--- src/rtl/lfu_pkg.sv ---
package lfu_pkg;

  // Build-time defaults for the top level parameters
  localparam int unsigned ENTRIES_DEF  = 16;
  localparam int unsigned KEY_BITS_DEF = 32;

  // Counter, use count and stamp width
  localparam int unsigned CNT32_W = 32;

  // Configuration port
  localparam int unsigned APB_DATA_W = 32;
  localparam int unsigned APB_ADDR_W = 3;
  localparam int unsigned REG_IDX_W  = APB_ADDR_W - 2;
  localparam int unsigned CAP_W      = 5;

  localparam logic [REG_IDX_W-1:0] REG_CAPACITY = REG_IDX_W'(0);
  localparam logic [CAP_W-1:0]     CAP_RESET    = CAP_W'(16);

  // Saturating increment on a 32-bit count
  function automatic logic [CNT32_W-1:0] sat_inc32(input logic [CNT32_W-1:0] v);
    logic [CNT32_W-1:0] r;
    r = (v == '1) ? v : v + CNT32_W'(1);
    return r;
  endfunction

endpackage

--- src/rtl/lfu_cache_replacement_core.sv ---
// Channel   Direction  Handshake               Payload
// --------  ---------  ----------------------  ---------------------------------------
// in        sink       in_valid_i / in_stall_o  key_i
// out       source     out_valid_o / out_stall_i hit_o, evicted_o, victim_key_o, hit_total_o
// config    APB slave  psel/penable/pwrite      paddr, pwdata, prdata (capacity at 0x0)
//
// Each item is scanned over the resident entries, one read a cycle through the single
// read port; then the last entry comes back from the registered read, the scan closes
// and the write-back follows.
// Reset clears the resident count, the request and hit counters and the capacity (16);
// the directory memory itself is not cleared since only slots below the count are read.
// A stalled result sits in the output register; the next item is still accepted and
// scanned, and only its write-back waits for the output register to drain.
module lfu_cache_replacement_core #(
  parameter int unsigned ENTRIES  = lfu_pkg::ENTRIES_DEF,
  parameter int unsigned KEY_BITS = lfu_pkg::KEY_BITS_DEF
) (
  input  logic                           clk_i,
  input  logic                           rst_ni,
  // request channel
  input  logic                           in_valid_i,
  output logic                           in_stall_o,
  input  logic [KEY_BITS-1:0]            key_i,
  // result channel
  output logic                           out_valid_o,
  input  logic                           out_stall_i,
  output logic                           hit_o,
  output logic                           evicted_o,
  output logic [KEY_BITS-1:0]            victim_key_o,
  output logic [lfu_pkg::CNT32_W-1:0]    hit_total_o,
  // configuration
  input  logic                           psel,
  input  logic                           penable,
  input  logic                           pwrite,
  input  logic [lfu_pkg::APB_ADDR_W-1:0] paddr,
  input  logic [lfu_pkg::APB_DATA_W-1:0] pwdata,
  output logic [lfu_pkg::APB_DATA_W-1:0] prdata,
  output logic                           pready
);

  import lfu_pkg::*;

  // Directory word: key, use count, insertion stamp
  localparam int unsigned WORD_W = KEY_BITS + 2 * CNT32_W;
  localparam int unsigned IDX_W  = (ENTRIES > 1) ? $clog2(ENTRIES) : 1;
  localparam int unsigned CNT_W  = $clog2(ENTRIES + 1);

  localparam logic [CNT_W-1:0]   FILL_MAX   = CNT_W'(ENTRIES);
  localparam logic [CNT32_W-1:0] ENTRIES_32 = CNT32_W'(ENTRIES);

  typedef enum logic [1:0] {
    ST_IDLE,
    ST_SCAN,
    ST_WRITE
  } state_e;

  state_e               state_q, state_d;

  // Configuration
  logic [CAP_W-1:0]     cap_q, cap_d;
  logic [CNT32_W-1:0]   eff_cap;
  logic                 cfg_write;

  // Persistent counters
  logic [CNT_W-1:0]     fill_q, fill_d;
  logic [CNT32_W-1:0]   req_q, req_d;
  logic [CNT32_W-1:0]   hits_q, hits_d;

  // Item being worked on
  logic [KEY_BITS-1:0]  key_q, key_d;
  logic [CNT_W-1:0]     rd_idx_q, rd_idx_d;
  logic                 rvalid_q, rvalid_d;
  logic [IDX_W-1:0]     rsp_idx_q, rsp_idx_d;

  // Hit tracking
  logic                 found_q, found_d;
  logic [IDX_W-1:0]     found_idx_q, found_idx_d;
  logic [CNT32_W-1:0]   found_uses_q, found_uses_d;
  logic [CNT32_W-1:0]   found_stamp_q, found_stamp_d;

  // Victim tracking: least uses, then earliest stamp, then lowest slot
  logic                 have_vic_q, have_vic_d;
  logic [IDX_W-1:0]     vic_idx_q, vic_idx_d;
  logic [CNT32_W-1:0]   vic_uses_q, vic_uses_d;
  logic [CNT32_W-1:0]   vic_stamp_q, vic_stamp_d;
  logic [KEY_BITS-1:0]  vic_key_q, vic_key_d;

  // Output register
  logic                 out_valid_q, out_valid_d;
  logic                 hit_q, hit_d;
  logic                 evicted_q, evicted_d;
  logic [KEY_BITS-1:0]  victim_q, victim_d;
  logic [CNT32_W-1:0]   hit_total_q, hit_total_d;

  // Memory port
  logic                 mem_we;
  logic [IDX_W-1:0]     mem_waddr;
  logic [WORD_W-1:0]    mem_wdata;
  logic                 mem_re;
  logic [WORD_W-1:0]    mem_rdata;

  logic [KEY_BITS-1:0]  rd_key;
  logic [CNT32_W-1:0]   rd_uses;
  logic [CNT32_W-1:0]   rd_stamp;
  logic                 rd_better;
  logic                 cache_full;
  logic                 commit;

  lfu_mem #(
    .DEPTH  (ENTRIES),
    .WIDTH  (WORD_W),
    .ADDR_W (IDX_W)
  ) u_dir (
    .clk_i   (clk_i),
    .we_i    (mem_we),
    .waddr_i (mem_waddr),
    .wdata_i (mem_wdata),
    .re_i    (mem_re),
    .raddr_i (rd_idx_q[IDX_W-1:0]),
    .rdata_o (mem_rdata)
  );

  // ---------------------------------------------------------------------------
  // Configuration port: zero-wait writes, reads of the capacity register
  // ---------------------------------------------------------------------------
  assign pready    = 1'b1;
  assign cfg_write = psel && penable && pwrite && pready
                     && (paddr[APB_ADDR_W-1:2] == REG_CAPACITY);
  assign cap_d     = cfg_write ? pwdata[CAP_W-1:0] : cap_q;
  assign prdata    = (paddr[APB_ADDR_W-1:2] == REG_CAPACITY) ? APB_DATA_W'(cap_q) : '0;

  // Clamp the capacity into 1 .. ENTRIES
  always_comb begin
    if (cap_q == '0) begin
      eff_cap = CNT32_W'(1);
    end else if (CNT32_W'(cap_q) > ENTRIES_32) begin
      eff_cap = ENTRIES_32;
    end else begin
      eff_cap = CNT32_W'(cap_q);
    end
  end

  // ---------------------------------------------------------------------------
  // Scan datapath
  // ---------------------------------------------------------------------------
  assign rd_key   = mem_rdata[WORD_W-1 -: KEY_BITS];
  assign rd_uses  = mem_rdata[2*CNT32_W-1 -: CNT32_W];
  assign rd_stamp = mem_rdata[CNT32_W-1:0];

  // Strictly better only, so the lowest slot keeps a full tie
  assign rd_better = !have_vic_q || (rd_uses < vic_uses_q)
                     || ((rd_uses == vic_uses_q) && (rd_stamp < vic_stamp_q));

  assign cache_full = CNT32_W'(fill_q) >= eff_cap;
  assign commit     = (state_q == ST_WRITE) && (!out_valid_q || !out_stall_i);

  always_comb begin
    state_d       = state_q;
    fill_d        = fill_q;
    req_d         = req_q;
    hits_d        = hits_q;
    key_d         = key_q;
    rd_idx_d      = rd_idx_q;
    rvalid_d      = 1'b0;
    rsp_idx_d     = rsp_idx_q;
    found_d       = found_q;
    found_idx_d   = found_idx_q;
    found_uses_d  = found_uses_q;
    found_stamp_d = found_stamp_q;
    have_vic_d    = have_vic_q;
    vic_idx_d     = vic_idx_q;
    vic_uses_d    = vic_uses_q;
    vic_stamp_d   = vic_stamp_q;
    vic_key_d     = vic_key_q;
    out_valid_d   = out_valid_q;
    hit_d         = hit_q;
    evicted_d     = evicted_q;
    victim_d      = victim_q;
    hit_total_d   = hit_total_q;
    mem_we        = 1'b0;
    mem_waddr     = found_idx_q;
    mem_wdata     = '0;
    mem_re        = 1'b0;

    // drain the output register
    if (out_valid_q && !out_stall_i) begin
      out_valid_d = 1'b0;
    end

    case (state_q)
      ST_IDLE: begin
        if (in_valid_i) begin
          key_d      = key_i;
          req_d      = sat_inc32(req_q);
          rd_idx_d   = '0;
          found_d    = 1'b0;
          have_vic_d = 1'b0;
          state_d    = ST_SCAN;
        end
      end

      ST_SCAN: begin
        // issue one read per cycle over the resident slots
        if (rd_idx_q < fill_q) begin
          mem_re    = 1'b1;
          rsp_idx_d = rd_idx_q[IDX_W-1:0];
          rd_idx_d  = rd_idx_q + CNT_W'(1);
          rvalid_d  = 1'b1;
        end
        // fold in the entry that came back
        if (rvalid_q) begin
          if (!found_q && (rd_key == key_q)) begin
            found_d       = 1'b1;
            found_idx_d   = rsp_idx_q;
            found_uses_d  = rd_uses;
            found_stamp_d = rd_stamp;
          end
          if (rd_better) begin
            have_vic_d  = 1'b1;
            vic_idx_d   = rsp_idx_q;
            vic_uses_d  = rd_uses;
            vic_stamp_d = rd_stamp;
            vic_key_d   = rd_key;
          end
        end
        if ((rd_idx_q == fill_q) && !rvalid_q) begin
          state_d = ST_WRITE;
        end
      end

      ST_WRITE: begin
        if (commit) begin
          out_valid_d = 1'b1;
          hit_d       = 1'b0;
          evicted_d   = 1'b0;
          victim_d    = '0;
          if (found_q) begin
            // bump the use count, keep the stamp
            mem_we      = 1'b1;
            mem_waddr   = found_idx_q;
            mem_wdata   = {key_q, sat_inc32(found_uses_q), found_stamp_q};
            hits_d      = sat_inc32(hits_q);
            hit_d       = 1'b1;
          end else if (cache_full && have_vic_q) begin
            // replace the victim in place
            mem_we      = 1'b1;
            mem_waddr   = vic_idx_q;
            mem_wdata   = {key_q, CNT32_W'(1), req_q};
            evicted_d   = 1'b1;
            victim_d    = vic_key_q;
          end else if (fill_q < FILL_MAX) begin
            // take the lowest free slot
            mem_we      = 1'b1;
            mem_waddr   = fill_q[IDX_W-1:0];
            mem_wdata   = {key_q, CNT32_W'(1), req_q};
            fill_d      = fill_q + CNT_W'(1);
          end
          hit_total_d = found_q ? sat_inc32(hits_q) : hits_q;
          state_d     = ST_IDLE;
        end
      end

      default: begin
        state_d = ST_IDLE;
      end
    endcase
  end

  always_ff @(posedge clk_i or negedge rst_ni) begin
    if (!rst_ni) begin
      state_q     <= ST_IDLE;
      cap_q       <= CAP_RESET;
      fill_q      <= '0;
      req_q       <= '0;
      hits_q      <= '0;
      rd_idx_q    <= '0;
      rvalid_q    <= 1'b0;
      found_q     <= 1'b0;
      have_vic_q  <= 1'b0;
      out_valid_q <= 1'b0;
    end else begin
      state_q     <= state_d;
      cap_q       <= cap_d;
      fill_q      <= fill_d;
      req_q       <= req_d;
      hits_q      <= hits_d;
      rd_idx_q    <= rd_idx_d;
      rvalid_q    <= rvalid_d;
      found_q     <= found_d;
      have_vic_q  <= have_vic_d;
      out_valid_q <= out_valid_d;
    end
  end

  // Payload registers
  always_ff @(posedge clk_i) begin
    key_q         <= key_d;
    rsp_idx_q     <= rsp_idx_d;
    found_idx_q   <= found_idx_d;
    found_uses_q  <= found_uses_d;
    found_stamp_q <= found_stamp_d;
    vic_idx_q     <= vic_idx_d;
    vic_uses_q    <= vic_uses_d;
    vic_stamp_q   <= vic_stamp_d;
    vic_key_q     <= vic_key_d;
    hit_q         <= hit_d;
    evicted_q     <= evicted_d;
    victim_q      <= victim_d;
    hit_total_q   <= hit_total_d;
  end

  assign in_stall_o   = (state_q != ST_IDLE);
  assign out_valid_o  = out_valid_q;
  assign hit_o        = hit_q;
  assign evicted_o    = evicted_q;
  assign victim_key_o = victim_q;
  assign hit_total_o  = hit_total_q;

  // ---------------------------------------------------------------------------
  // Assertions
  // ---------------------------------------------------------------------------
  a_fill_bound: assert property (@(posedge clk_i) disable iff (!rst_ni)
    fill_q <= FILL_MAX)
    else $error("resident count beyond directory size");

  a_result_from_write: assert property (@(posedge clk_i) disable iff (!rst_ni)
    $rose(out_valid_q) |-> $past(state_q == ST_WRITE))
    else $error("result appeared without a write-back");

  a_hit_excl_evict: assert property (@(posedge clk_i) disable iff (!rst_ni)
    out_valid_q |-> !(hit_q && evicted_q))
    else $error("hit and eviction reported together");

  a_evict_needs_victim: assert property (@(posedge clk_i) disable iff (!rst_ni)
    (commit && !found_q && cache_full) |-> have_vic_q)
    else $error("full directory without a victim");

  a_scan_in_range: assert property (@(posedge clk_i) disable iff (!rst_ni)
    (state_q == ST_SCAN) |-> (rd_idx_q <= fill_q))
    else $error("scan read beyond resident slots");

endmodule

--- src/rtl/lfu_mem.sv ---
module lfu_mem #(
  parameter int unsigned DEPTH  = 16,
  parameter int unsigned WIDTH  = 96,
  parameter int unsigned ADDR_W = 4
) (
  input  logic              clk_i,
  input  logic              we_i,
  input  logic [ADDR_W-1:0] waddr_i,
  input  logic [WIDTH-1:0]  wdata_i,
  input  logic              re_i,
  input  logic [ADDR_W-1:0] raddr_i,
  output logic [WIDTH-1:0]  rdata_o
);

  logic [WIDTH-1:0] mem_q [DEPTH];
  logic [WIDTH-1:0] rdata_q;

  always_ff @(posedge clk_i) begin
    if (we_i) begin
      mem_q[waddr_i] <= wdata_i;
    end
  end

  always_ff @(posedge clk_i) begin
    if (re_i) begin
      rdata_q <= mem_q[raddr_i];
    end
  end

  assign rdata_o = rdata_q;

endmodule
--- config.mk ---
export PLATFORM = sky130hd
export DESIGN_NAME = lfu_cache_replacement_core
export DESIGN_NICKNAME = d
export VERILOG_FILES = /design/src/rtl/lfu_pkg.sv /design/src/rtl/lfu_cache_replacement_core.sv /design/src/rtl/lfu_mem.sv
export SDC_FILE = /design/constraint.sdc
export NUM_CORES = 2
export LEC_CHECK = 0
export BUFFER_PORTS_ARGS = -buffer_cell sky130_fd_sc_hd__buf_2
export CORE_MARGIN = 2
export CORE_UTILIZATION = 40
export CTS_CLUSTER_SIZE = 8
export DETAILED_ROUTE_END_ITERATION = 16
export GPL_TIMING_DRIVEN = 0
export PLACE_DENSITY_LB_ADDON = 0.15
export SLEW_MARGIN = 10
export SYNTH_ARGS = -nofsm -noshare
export SYNTH_HDL_FRONTEND = slang
export SYNTH_SLANG_ARGS = --single-unit
--- constraint.sdc ---
create_clock -name clk_i -period 25.3 [get_ports clk_i]
set_input_delay 2.53 -clock clk_i [delete_from_list [all_inputs] [get_ports clk_i]]
set_output_delay 2.53 -clock clk_i [all_outputs]
set_load 0.02 [all_outputs]
# [Word level (Yosys, flattened, before mapping)]
# Memories as Yosys holds them, arrays and structs flattened. A register that Yosys moved wholly into a read port is not among the register bits.
# Cells that the tools add are included.
[op_classes] n_bitwise=4 n_eq_ne=15 n_mux=44 reduce_logical=33 n_lt_le_gt_ge=6 n_addsub=5
[op_table] op="two-way mux 96 bit" count=5
[op_table] op="two-way mux 32 bit" count=4
[op_table] op="adder 32 x 1 -> 32 bit (second input constant)" count=3
[op_table] op="== test 32 bit (second input constant)" count=3
[op_table] op="== test 32 bit" count=2
[op_table] op="less-than comparator 32 bit" count=2
[op_table] op=">= comparator 5 x 32 -> 1 bit" count=1
[op_table] op="two-way mux 4 bit" count=5
[op_table] op="two-way mux 5 bit" count=4
[op_table] op="two-way mux 1 bit" count=19
[op_table] op="AND reduction 3 bit" count=5
[op_table] op="inequality test 2 bit (second input constant)" count=7
[op_table] op="adder 5 x 1 -> 5 bit (second input constant)" count=2
[op_table] op="case mux 5 bit (2 select lines)" count=1
[op_table] op="logical AND 1 bit" count=9
[op_table] op="AND reduction 4 bit" count=2
[op_table] op="two-way mux 2 bit" count=3
[op_table] op="case mux 2 bit (3 select lines)" count=1
[op_table] op="AND reduction 2 bit" count=3
[op_table] op="== test 5 bit" count=1
[op_table] op="greater-than comparator 5 bit (second input constant)" count=1
[op_table] op="zero test 1 bit" count=5
[op_table] op="zero test 5 bit" count=1
[op_table] op="less-than comparator 5 bit" count=1
[op_table] op="other kinds (10)" count=17
[word_totals] elab_cells=131 mem_bits_rw=1536 mem_count=1 regBits=355 out_inout_bits=101 in_bits=74
[memory_table] name="u_dir.mem_q" words=16 width=96 rd=1 rd_clocked_by_memory_dff=1 wr=1 line="lfu_mem.sv:15" rtl="logic [WIDTH-1:0] mem_q [DEPTH];"

# [Longest topological paths before layout]
[logic_depth] depth_word=11 depth_mapped=12 ltp_nobuf=10

# [Modules after synthesis]
# Synthesis repeated with hierarchy kept, for this count alone.
[hier_totals] hier_cells=3777 hier_area_um2=76970.1
[modules_own_cells] mod="lfu_mem" seq_area_each_um2=49007.0 area_per_inst_um2=60316.6 cells_per_inst=2460 n_inst=1
[modules_own_cells] mod="lfu_cache_replacement_core" seq_area_each_um2=10236.1 area_per_inst_um2=16653.5 cells_per_inst=1317 n_inst=1

# [Least setup slack after synthesis]
# Ideal clock, no wire load.
[synth_timing] path_type="input to register" startpoint="in out_stall_i" endpoint="mem u_dir.mem_q[1][0], enable pin" slack_ns=10.879 cell_stages=7 setup_time_ns=0.786 arrival_time_ns=13.635 required_ns=24.514 path_buffers=1 cell_sequence="nand2_1 > nand2_1 > clkinv_1 > o31a_1 > a21bo_2 > clkbuf_1 > nor4_1"
[synth_via] elab_chain_len=7 elab_cells_between_ends=9 classes_between="mux: 6; reduce/logical: 3"
[synth_lines] element="from (decl)" line="lfu_cache_replacement_core.sv:26" rtl="input logic out_stall_i,"
[synth_lines] element="zero test 1 bit *" line="lfu_cache_replacement_core.sv:155" rtl="assign commit = (state_q == ST_WRITE) && (!out_valid_q || !out_stall_i);"
[synth_lines] element="logical OR 1 bit *" line="lfu_cache_replacement_core.sv:155"
[synth_lines] element="logical AND 1 bit *" line="lfu_cache_replacement_core.sv:155"
[synth_lines] element="two-way mux 1 bit" line="lfu_cache_replacement_core.sv:232" rtl="if (commit) begin"
[synth_lines] element="two-way mux 1 bit" line="lfu_cache_replacement_core.sv:190" rtl="case (state_q)"
[synth_lines] element="two-way mux 1 bit" line="lfu_mem.sv:19" rtl="if (we_i) begin"
[synth_lines] element="two-way mux 1 bit (implied by the code)" line="lfu_mem.sv:20" rtl="mem_q[waddr_i] <= wdata_i;"
[synth_lines] element="to (decl)" line="lfu_mem.sv:15"
# Mark *: on every way between the ends. The rest lies on a longest branch, timed or not.

# [Worst setup path after layout]
[layout_timing] startpoint="in out_stall_i" endpoint="mem u_dir.mem_q[3][81], enable pin"
# Same word-level chain as after synthesis.

==> reports/results.ini <==
[outcome]
status=finished clean

[sta]
fin_crit_sh=0.269
timing.fmax_mhz=147
worst_slack_ns=18.50
relSlewSlack=0.0872
worst_pin_slew_ns=1.37
period_needed_ns=6.80
final-max-slew-violation-count=0
hold_ws_ns=0.452
finalSetupViolCount=0
fin_tns_setup_ns=0
hold_viol_final=0
rsz0062_at_grt=false
fin_skew_ns=0.0630

[detailed_routing]
drt-initial-drc-count=3979
drt_wl_total_mm=202
drc=0
avgRoutedWirePerCell_um=29.0
vias=38300
via_per_inst=5.51
route.antenna.remaining_nets=0
first_pass_iters=5

[placement]
hpwlAfterDp_mm=136
gp_congestion=0.763
dpl_worst_slack_ns=17.52
place_inst=6566
port_buffers=117

[synth]
synth_ff_type=edfxtp_1
synth-seq-cells=1987
synth-edff-count=1902
yosys_warnings=0
syn_area_per_cell_um2=21.6
synth_commonest_cells=edfxtp_1 (1,902), mux4_2 (480), nand2_1 (97), clkbuf_1 (90), inv_1 (85)
yosys.cell_count.top_type=edfxtp_1
synth_async_sr_flop_share=0.0428
yosys.area.top_type=edfxtp_1
synthTopCellsByArea=edfxtp_1 (74%), mux4_2 (14%), dfrtp_1 (2.7%), ha_1 (1.3%), xnor2_1 (0.95%)
seq_area_frac_synth=0.768
syn_inst=3576
yosysTopAreaCellShare=0.740
synth.distinct_cells=70
synth_area_mm2=0.0771

[clocking]
clkTransAtPathRegs_ns=0.05
cts_tree=done
insertion_delay_ns=0.91
post-cts-setup-buffers=0
clockBufferDepth=4
cts_sinks=1987
clock-root-buffer=clkbuf_16
post_cts_resized=0
htree_num_levels=5
postCtsHoldBufs=0
cts_buffers=298

[critical_path]
rr_worst_depth=15
worst_setup_path_start_kind=primary input
endpoint_kind=register
crit_arrival_ns=7.41
reg2reg_to=u_dir.mem_q[3][81]$_DFFE_PP_
reg2reg_setup_slack_ns=19.44
r2r_start=cap_q[3]$_DFFE_PN0P_
crit_fanout=41
critPathKind=primary input to register
cp.required_ns=25.91

[cells_and_area]
final-seq-area_mm2=0.0592
multi_input_area_mm2=0.0170
stdcell_count=6951
final_layout_size_suffix_gt1_frac=0.308
nets=4492
fillerInstances=15700
area_delta_synth_final_pct=19.2
fin_util=0.479

[power_and_ir_drop]
p_leak_uw=0.0333
irDropWorstVdd_mv=0.0650
powerDensity_mw_per_mm2=97.5

[floorplan]
die_width_um=443
io_pins=175
core_area_mm2=0.192
die_h_um=443
die_area_mm2=0.196
rows=161
start_util=0.402

[grt]
grt_pass1_vias=39300
grt_overflow=0
antenna_found_initial=12
grt_util_all_layers=0.206
grt_pass1_wl_mm=288
grt_max_degree=54

[min_path]
holdPathEnd=found_idx_q[1]$_DFFE_PP_
hp-start=rsp_idx_q[1]$_DFFE_PP_
whs_path_depth=0
worst_hold_path_type=register to register

[flow_run]
maxCapViolCount=0

==> metrics by stage <==
step                      power [uW]  area, um2
after detailed placement        5590      84000
after global placement          5610      81000
after CTS                       9080      91900
final                           8960      91900
after floorplan                 4890      77200
after global routing            9290      91900
==> routing by layer <==
layer / global-route usage / part of all wire / wire length, um
met3: 0.0391 / 0.063 / 12800
met2: 0.330 / 0.48 / 97200
met4: 0.0622 / 0.026 / 5280
met1: 0.287 / 0.43 / 86600
met5: 0 / 0 / 0
==> how the worst max path moves through the flow <==
stage	startpoint	end	slack [ns]	cells after the start
global placement	out_stall_i	u_dir.mem_q[9][74]$_DFFE_PP_	-7.10	8
CTS	out_stall_i	u_dir.mem_q[3][81]$_DFFE_PP_	18.46	13
finish	out_stall_i	u_dir.mem_q[3][81]$_DFFE_PP_	18.50	13
detailed placement	out_stall_i	u_dir.mem_q[3][82]$_DFFE_PP_	17.52	13
global route	out_stall_i	u_dir.mem_q[3][79]$_DFFE_PP_	18.31	13
floorplan	out_stall_i	u_dir.mem_q[1][0]$_DFFE_PP_	10.88	7
==> cell usage in the layout, fill, tap and decap left out, types with 78 or more instances in the layout <==
cell type,instances
buf_2,175
buf_4,249
clkbuf_1,147
clkbuf_16,304
dfrtp_1,84
edfxtp_1,1902
ha_1,78
inv_1,84
mux4_2,480
nand2_1,97
xnor2_1,84
==> worst max-delay path: stages <==
cell and delay [ns]:
buf_2 0.14, nand2_1 0.13, nand2_1 0.34, clkinv_4 0.45, buf_16 0.31, o31a_1 0.81
nand3_1 0.60, nor4_2 0.90, buf_4 0.30, buf_2 0.24, buf_4 0.21, buf_4 0.21
buf_4 0.18
==> power breakdown <==
part	leakage (uW)	internal (uW)	switching [uW]
clock	0.00386	2140	1330
combinational	0.00834	528	1030
sequential	0.0211	3830	106
total	0.0333	6500	2460
==> kinds of logic (layout without fill, tap and decap cells) <==
group	after synthesis	after routing	synth area share
compound gates	137	137	0.0129
xor+xnor	152	152	0.0173
fa+ha+maj	78	78	0.0127
buf+inv	254	1074	0.0144
flops	1987	1987	0.768
mux	493	493	0.142
other cells	2	31	0.0000974
simple gates	473	473	0.0327
==> sequential cells by signal (all words and copies together), names as in the netlist, 32 cells and up <==
register and count:
found_stamp_q 32, vic_stamp_q 32, u_dir.rdata_o 96, vic_key_q 32, victim_key_o 32, hit_total_o 32, key_q 32, hits_q 32
vic_uses_q 32, u_dir.mem_q 1536, found_uses_q 32, req_q 32
==> area by class of cell <==
cell class	count	area share
inverter	86	0.00357
antenna	3	0.0000817
clock buffer	375	0.0857
multi-input combinational	1361	0.185
buffer	168	0.00888
tap	2526	0.0344
clock inverter	7	0.000653
sequential	1987	0.645
timing repair buffer	438	0.0373
No activity file was read; power rests on OpenSTA's default activity.
